<file path="config.mk">
export PLATFORM = sky130hd
export DESIGN_NAME = unique_key_value_table_core
export DESIGN_NICKNAME = d
export VERILOG_FILES = /design/src/rtl/ukv_pkg.sv /design/src/rtl/ukv_store.sv /design/src/rtl/unique_key_value_table_core.sv
export SDC_FILE = /design/constraint.sdc
export NUM_CORES = 1
export LEC_CHECK = 0
export ABC_AREA = 1
export BUFFER_PORTS_ARGS = -buffer_cell sky130_fd_sc_hd__buf_2
export CORE_ASPECT_RATIO = 1.75
export CORE_MARGIN = 5
export CORE_UTILIZATION = 45
export DETAILED_ROUTE_END_ITERATION = 10
export GPL_TIMING_DRIVEN = 0
export MAX_ROUTING_LAYER = met4
export PLACE_DENSITY = 0.66
export SYNTH_ARGS = -nofsm -noshare
export SYNTH_HDL_FRONTEND = slang
export SYNTH_SLANG_ARGS = --single-unit
</file>
<file path="constraint.sdc">
create_clock -name clock -period 6.16 [get_ports clock]
set_input_delay 1.232 -clock clock [delete_from_list [all_inputs] [get_ports clock]]
set_output_delay 1.232 -clock clock [all_outputs]
set_load 0.02 [all_outputs]
</file>
<file path="src/rtl/ukv_pkg.sv">
`default_nettype none
// ----------------------------------------------------------------------------
// ukv_pkg: shared types for the unique key/value table
// Operation codes, result status codes and sequencer states.
// ----------------------------------------------------------------------------
package ukv_pkg;

   typedef enum logic [1:0] {
      OP_INSERT      = 2'd0,
      OP_REMOVE      = 2'd1,
      OP_READ        = 2'd2,
      OP_READ_CREATE = 2'd3
   } op_type;

   typedef enum logic [2:0] {
      ST_APPENDED  = 3'd0,
      ST_REPLACED  = 3'd1,
      ST_REMOVED   = 3'd2,
      ST_NOT_FOUND = 3'd3,
      ST_FOUND     = 3'd4,
      ST_CREATED   = 3'd5,
      ST_FULL      = 3'd6
   } status_type;

   typedef enum logic [2:0] {
      S_IDLE,
      S_READ,
      S_CMP,
      S_SHIFT_RD,
      S_SHIFT_WR
   } state_type;

endpackage
`default_nettype wire

</file>
<file path="src/rtl/ukv_store.sv">
`default_nettype none
// ----------------------------------------------------------------------------
// ukv_store: single-port pair memory
// One read, one write or both per cycle; read data is registered.
// ----------------------------------------------------------------------------
module ukv_store #(
   parameter int DEPTH      = 16,
   parameter int DATA_BITS  = 64,
   parameter int ADDR_BITS  = 4
) (
   input  wire logic                 clock,
   input  wire logic                 rd_en,
   input  wire logic                 wr_en,
   input  wire logic [ADDR_BITS-1:0] addr,
   input  wire logic [DATA_BITS-1:0] wr_data,
   output logic      [DATA_BITS-1:0] rd_data
);

   logic [DATA_BITS-1:0] mem [DEPTH];
   logic [DATA_BITS-1:0] rd_data_ff;

   always_ff @(posedge clock) begin
      if (wr_en) begin
         mem[addr] <= wr_data;
      end
      if (rd_en) begin
         rd_data_ff <= mem[addr];
      end
   end

   assign rd_data = rd_data_ff;

endmodule
`default_nettype wire

</file>
<file path="src/rtl/unique_key_value_table_core.sv">
`default_nettype none
// Each entry scanned passes S_READ then S_CMP; a hit is answered from S_CMP, a miss from
// S_READ at the end; a remove shifts each later pair down, then answers from S_SHIFT_RD.
// One item at a time: busy drops as the strobe rises, and no new item is taken before;
// the single memory port is used for both scan and shift.
// Reset clears the state, index, entry count and strobe; the pair memory needs no clearing pass.
// The result strobe lasts one cycle and cannot be stalled.
// ----------------------------------------------------------------------------
// unique_key_value_table_core: linearly searched key/value table
// Sequencer that scans, updates and compacts pairs held in one memory.
// ----------------------------------------------------------------------------
module unique_key_value_table_core #(
   parameter int DEPTH      = 16,
   parameter int KEY_BITS   = 32,
   parameter int VALUE_BITS = 32
) (
   input  wire logic                             clock,
   input  wire logic                             reset,
   input  wire logic                             start,
   output logic                                  busy,
   input  wire logic [1:0]                       req_operation,
   input  wire logic [KEY_BITS-1:0]              req_key,
   input  wire logic [VALUE_BITS-1:0]            req_value,
   output logic                                  rsp_strobe,
   output logic [VALUE_BITS-1:0]                 rsp_read_value,
   output logic [2:0]                            rsp_status,
   output logic [$clog2(DEPTH+1)-1:0]            rsp_entry_count
);
   import ukv_pkg::*;

   localparam int CW = $clog2(DEPTH + 1);
   localparam int AW = (DEPTH > 1) ? $clog2(DEPTH) : 1;
   localparam int DW = KEY_BITS + VALUE_BITS;

   state_type state_ff, state_in;
   op_type    op_ff;
   logic [KEY_BITS-1:0]   key_ff;
   logic [VALUE_BITS-1:0] value_ff;
   logic [CW-1:0]         idx_ff, idx_in;
   logic [CW-1:0]         count_ff, count_in;
   logic                  rsp_strobe_ff, rsp_strobe_in;
   logic [VALUE_BITS-1:0] rsp_value_ff, rsp_value_in;
   status_type            rsp_status_ff, rsp_status_in;
   logic [CW-1:0]         rsp_count_ff, rsp_count_in;

   logic                  mem_rd, mem_wr;
   logic [AW-1:0]         mem_addr;
   logic [DW-1:0]         mem_wdata, mem_rdata;

   logic                  accept, hit, at_end, full, shift_more;
   logic [CW-1:0]         idx_plus;
   logic [KEY_BITS-1:0]   rd_key;
   logic [VALUE_BITS-1:0] rd_value;

   ukv_store #(
      .DEPTH     (DEPTH),
      .DATA_BITS (DW),
      .ADDR_BITS (AW)
   ) u_store (
      .clock   (clock),
      .rd_en   (mem_rd),
      .wr_en   (mem_wr),
      .addr    (mem_addr),
      .wr_data (mem_wdata),
      .rd_data (mem_rdata)
   );

   assign busy       = (state_ff != S_IDLE);
   assign accept     = start && !busy;
   assign rd_key     = mem_rdata[DW-1:VALUE_BITS];
   assign rd_value   = mem_rdata[VALUE_BITS-1:0];
   assign hit        = (rd_key == key_ff);
   assign at_end     = (idx_ff == count_ff);
   assign full       = (count_ff == CW'(DEPTH));
   assign idx_plus   = idx_ff + CW'(1);
   assign shift_more = (idx_plus < count_ff);

   // next state
   always_comb begin
      state_in = state_ff;
      case (state_ff)
         S_IDLE: begin
            if (accept) begin
               state_in = S_READ;
            end
         end
         S_READ: begin
            state_in = at_end ? S_IDLE : S_CMP;
         end
         S_CMP: begin
            if (!hit) begin
               state_in = S_READ;
            end else if (op_ff == OP_REMOVE) begin
               state_in = S_SHIFT_RD;
            end else begin
               state_in = S_IDLE;
            end
         end
         S_SHIFT_RD: begin
            state_in = shift_more ? S_SHIFT_WR : S_IDLE;
         end
         S_SHIFT_WR: begin
            state_in = S_SHIFT_RD;
         end
         default: begin
            state_in = S_IDLE;
         end
      endcase
   end

   // memory control, counters and result
   always_comb begin
      idx_in        = idx_ff;
      count_in      = count_ff;
      mem_rd        = 1'b0;
      mem_wr        = 1'b0;
      mem_addr      = idx_ff[AW-1:0];
      mem_wdata     = {key_ff, value_ff};
      rsp_strobe_in = 1'b0;
      rsp_value_in  = rsp_value_ff;
      rsp_status_in = rsp_status_ff;
      case (state_ff)
         S_IDLE: begin
            if (accept) begin
               idx_in = '0;
            end
         end
         S_READ: begin
            if (!at_end) begin
               mem_rd = 1'b1;
            end else begin
               // miss: append or report
               rsp_strobe_in = 1'b1;
               rsp_value_in  = '0;
               case (op_ff)
                  OP_INSERT, OP_READ_CREATE: begin
                     if (full) begin
                        rsp_status_in = ST_FULL;
                     end else begin
                        mem_wr   = 1'b1;
                        count_in = count_ff + CW'(1);
                        if (op_ff == OP_INSERT) begin
                           rsp_status_in = ST_APPENDED;
                           rsp_value_in  = value_ff;
                        end else begin
                           mem_wdata     = {key_ff, {VALUE_BITS{1'b0}}};
                           rsp_status_in = ST_CREATED;
                        end
                     end
                  end
                  default: begin
                     rsp_status_in = ST_NOT_FOUND;
                  end
               endcase
            end
         end
         S_CMP: begin
            if (!hit) begin
               idx_in = idx_plus;
            end else begin
               case (op_ff)
                  OP_INSERT: begin
                     mem_wr        = 1'b1;
                     rsp_strobe_in = 1'b1;
                     rsp_value_in  = value_ff;
                     rsp_status_in = ST_REPLACED;
                  end
                  OP_REMOVE: begin
                     // hold the removed value until compaction ends
                     rsp_value_in = rd_value;
                  end
                  default: begin
                     rsp_strobe_in = 1'b1;
                     rsp_value_in  = rd_value;
                     rsp_status_in = ST_FOUND;
                  end
               endcase
            end
         end
         S_SHIFT_RD: begin
            if (shift_more) begin
               mem_rd   = 1'b1;
               mem_addr = idx_plus[AW-1:0];
            end else begin
               count_in      = count_ff - CW'(1);
               rsp_strobe_in = 1'b1;
               rsp_status_in = ST_REMOVED;
            end
         end
         S_SHIFT_WR: begin
            // move the later pair down one slot
            mem_wr    = 1'b1;
            mem_wdata = mem_rdata;
            idx_in    = idx_plus;
         end
         default: begin
            idx_in = idx_ff;
         end
      endcase
      rsp_count_in = count_in;
   end

   always_ff @(posedge clock) begin
      if (reset) begin
         state_ff      <= S_IDLE;
         idx_ff        <= '0;
         count_ff      <= '0;
         rsp_strobe_ff <= 1'b0;
      end else begin
         state_ff      <= state_in;
         idx_ff        <= idx_in;
         count_ff      <= count_in;
         rsp_strobe_ff <= rsp_strobe_in;
      end
   end

   always_ff @(posedge clock) begin
      if (accept) begin
         op_ff    <= op_type'(req_operation);
         key_ff   <= req_key;
         value_ff <= req_value;
      end
      rsp_value_ff  <= rsp_value_in;
      rsp_status_ff <= rsp_status_in;
      rsp_count_ff  <= rsp_count_in;
   end

   assign rsp_strobe      = rsp_strobe_ff;
   assign rsp_read_value  = rsp_value_ff;
   assign rsp_status      = rsp_status_ff;
   assign rsp_entry_count = rsp_count_ff;

endmodule
`default_nettype wire
</file>
==> results.tsv <==
stage	metric	value	unit
outcome	status	complete, no violations	
layout	Design Area, Final	57830	sq um
grt	first-pass GRT wire length	217000	um
timing	FMAX	180.8	MHz
yosys	top-area cell type share of the netlist area	0.7014	
routing	wire length on met1	52480	um
power	switch share	0.2478	
placement	dpl hpwl	105800	um
placement	Area after DPL	54320	sq um
clocking	Post-CTS Resized	0	
critical_path	reg2reg start	idx_ff[0]	
placement	GP Congestion	0.9956	
critical_path	flop2flop setup slack	630	ps
yosys	number of flops mapped to enable cells by yosys	1189	
floorplanning	Die ar.	120200	sq um
clocking	H-tree depth	3	
grt	grt ovf	0	
yosys	area leader, netlist	edfxtp_1	
critical_path	critical path type	register to register	
yosys	Post-Syn Area	50910	sq um
timing	final worst-path cycle share	0.8977	
floorplanning	Die H	454.9	um
yosys	Syn. warnings	0	
clocking	total CTS buffers	109	
power	Pleak	22.48	nW
yosys	#FFs+latches synth	1208	
layout	Register Area	36080	sq um
power	Max VDD drop	0.1934	mV
yosys	Unique masters post-synth	34	
layout	Finished Layout Cells	6575	
critical_path	Critical Path Source Type	register	
clocking	CTS clk-pin slew, worst paths	60	ps
timing	final hold violations	0	
timing	clock skew	36.84	ps
hold_path	worst hold stages	2	
power	pwr dens	316.0	nW/um^2
grt	Total GRT Usage	0.2501	
flow_run	max_cap viols	0	
routing	top sig layer	met4	
timing	final-report max-slew violation count	0	
routing	wire length per cell	22.88	um
yosys	Cells after Synth	4728	
clocking	clk sinks	1208	
power	sequential power share	0.531	
timing	Final setup violation count	0	
grt	initial antenna violation count	5	
floorplanning	CORE AREA	112600	sq um
yosys	Seq/Total Area, Yosys	0.7089	
routing	Met3 Wirelength	9593	um
layout	share of layout cells above drive strength 1	0.09910	
power	Pint	13.75	mW
clocking	hold-fix buffers at CTS	0	
placement	dpl cells	6369	
clocking	root buffer cell	clkbuf_16	
clocking	clock buffer depth	3	
yosys	ys flop type	edfxtp_1	
floorplanning	die width	264.2	um
layout	Fill cells	9806	
power	Sw Pwr	4.530	mW
yosys	Mapped Avg Cell Area	10.77	sq um
routing	Met2 Routed Length	78790	um
timing	RSZ-0062 raised after global routing	no	
routing	DRC Markers	0	
yosys	Async S/R FF share, synth	0	
layout	Final nets	5076	
timing	fin crit period	5530	ps
grt	vias in the first global route	34550	
routing	DRT iter0 DRCs	3594	
power	Clk pwr share	0.370	
layout	Multi-input gate area	13320	sq um
power	post-route total power	18.28	mW
clocking	Worst-Skew Late Latency	740	ps
timing	Slew @ Worst Pin	1251	ps
floorplanning	Starting Density	0.4522	
routing	final antenna-violating net count	0	
layout	P&R area growth vs syn	13.61	%
timing	Max transition margin	0.1663	
routing	total wire length	150400	um
hold_path	hold endpoint	idx_ff[4]	
routing	Vias/cell	5.393	
grt	pin count of the biggest net entering global routing	46	
routing	vias	35460	
placement	PortBufs	110	
power	logic gate share of total power	0.100	
critical_path	Worst EP required	6570	ps
critical_path	Crit Reg-Reg Endpoint	u_store.mem[5][32]	
floorplanning	number of I/O pins	111	
routing	drt pass-1 iters	6	
floorplanning	Row Count	163	
yosys	Post-Syn Nets	4808	
critical_path	FF-to-FF path depth	17	
hold_path	HP Start	idx_ff[4]	
critical_path	Crit. End Element	register	
clocking	setup bufs post-CTS	0	
critical_path	CP arrival	5940	ps
yosys	top cells by area, synth	edfxtp_1 (70%), nand2_1 (17%), nand3_1 (5.6%)	
layout	utilization after layout	0.5137	
clocking	CTS tree	yes	
critical_path	CP Max Fanout	24	
hold_path	hold crit path type	register to register	
## worst max-delay path by stage
stage	cells after the start	slack, ps	endpoint	from
5_1_grt	17	470	u_store.mem[13][6]	idx_ff[0]
4_1_cts	18	660	u_store.mem[8][35]	idx_ff[0]
6_report	17	630	u_store.mem[5][32]	idx_ff[0]
3_3_place_gp	15	-3430	u_store.mem[15][0]	idx_ff[0]
2_1_floorplan	17	560	u_store.mem[0][0]	idx_ff[0]
3_5_place_dp	18	710	u_store.mem[0][36]	idx_ff[0]
## critical path, cell delays in order, from the launching register on
cell and delay (ps):
dfxtp_1 540, ha_1 250, nand3_1 100, xor2_1 320
inv_1 80, ha_1 310, a21oi_2 260, nand4_2 500
nand2_1 300, buf_6 300, buf_6 270, buf_4 260
nand2_1 90, inv_2 60, nand2_1 230, nor2_4 760
buf_12 300, buf_12 210
## power groups by stage
stage / sequential (mW) / clock [mW] / combinational (mW)
3_3_place_gp: 9.92 / 0 / 1.70
6_report: 9.70 / 6.76 / 1.82
5_1_grt: 9.72 / 7.14 / 1.98
4_1_cts: 9.71 / 6.81 / 1.80
3_5_place_dp: 9.88 / 0 / 1.79
2_1_floorplan: 9.94 / 0 / 0.963
## cell type report
class / instances / area share
repair buffers: 157 / 0.02503
flip-flops and latches: 1208 / 0.6239
plain buffers: 281 / 0.02388
clock buffers: 131 / 0.04896
clock inverters: 70 / 0.01116
well taps: 1485 / 0.03213
diodes: 4 / 0.0001731
multi-input cells: 3171 / 0.2303
inverters: 68 / 0.004413
## cell usage after synthesis, types with 6 or more instances
cell,count
xnor2_1,23
nand3_1,566
clkbuf_1,102
buf_2,135
buf_1,17
buf_6,15
xor2_1,6
dfxtp_1,19
a21oi_1,43
edfxtp_1,1189
inv_2,6
nor2_1,59
ha_1,11
inv_1,60
nand2_1,2356
nand4_1,67
buf_4,12
o21ai_0,21
## through the flow
stage	hold slack (ps)	TNS, ps	setup slack, ps
floorplan	478.7	0	560.9
global placement	511.2	-3270870	-3428
detailed placement	536.7	0	705.8
CTS	546.6	0	655.2
global route	565.6	0	473.3
finish	549.2	0	630.1
## cells in the final DEF, fill, tap and decap left out, drive strengths merged, types with 2 or more instances in the layout
cell type	count
edfxtp	1189
ha	11
dfxtp	19
nand3	567
nor2	60
xor2	6
nand2	2358
buf	336
xnor2	23
a21oi	44
diode	4
nor3	2
bufinv	10
clkinv	55
o211ai	2
inv	72
o21ai	24
nand4	68
clkbuf	233
## kinds of logic after synthesis
kind of cell	count (synthesis)	share of synthesized area
compound gates	73	0.007521
xor+xnor	29	0.004989
fa+ha+maj	11	0.002704
simple gates	3058	0.2438
flops	1208	0.7089
buf+inv	349	0.03215
## sequential cells by signal, indices dropped and copies added (netlist names)
name,cells
u_store.mem,1024
u_store.rd_data,64
key_ff,32
rsp_read_value,32
value_ff,32
count_ff,5
idx_ff,5
rsp_entry_count,5
rsp_status,3
state_ff,3
op_ff,2
rsp_strobe,1
## routing by layer
metal | up-vias | global-route usage
met5 | - | -
met4 | 0 | 0.1396
met3 | 419 | 0.02805
met2 | 1556 | 0.4493
met1 | 16950 | 0.2697
li1 | 16540 | -
No activity file was read; power rests on OpenSTA's default activity.
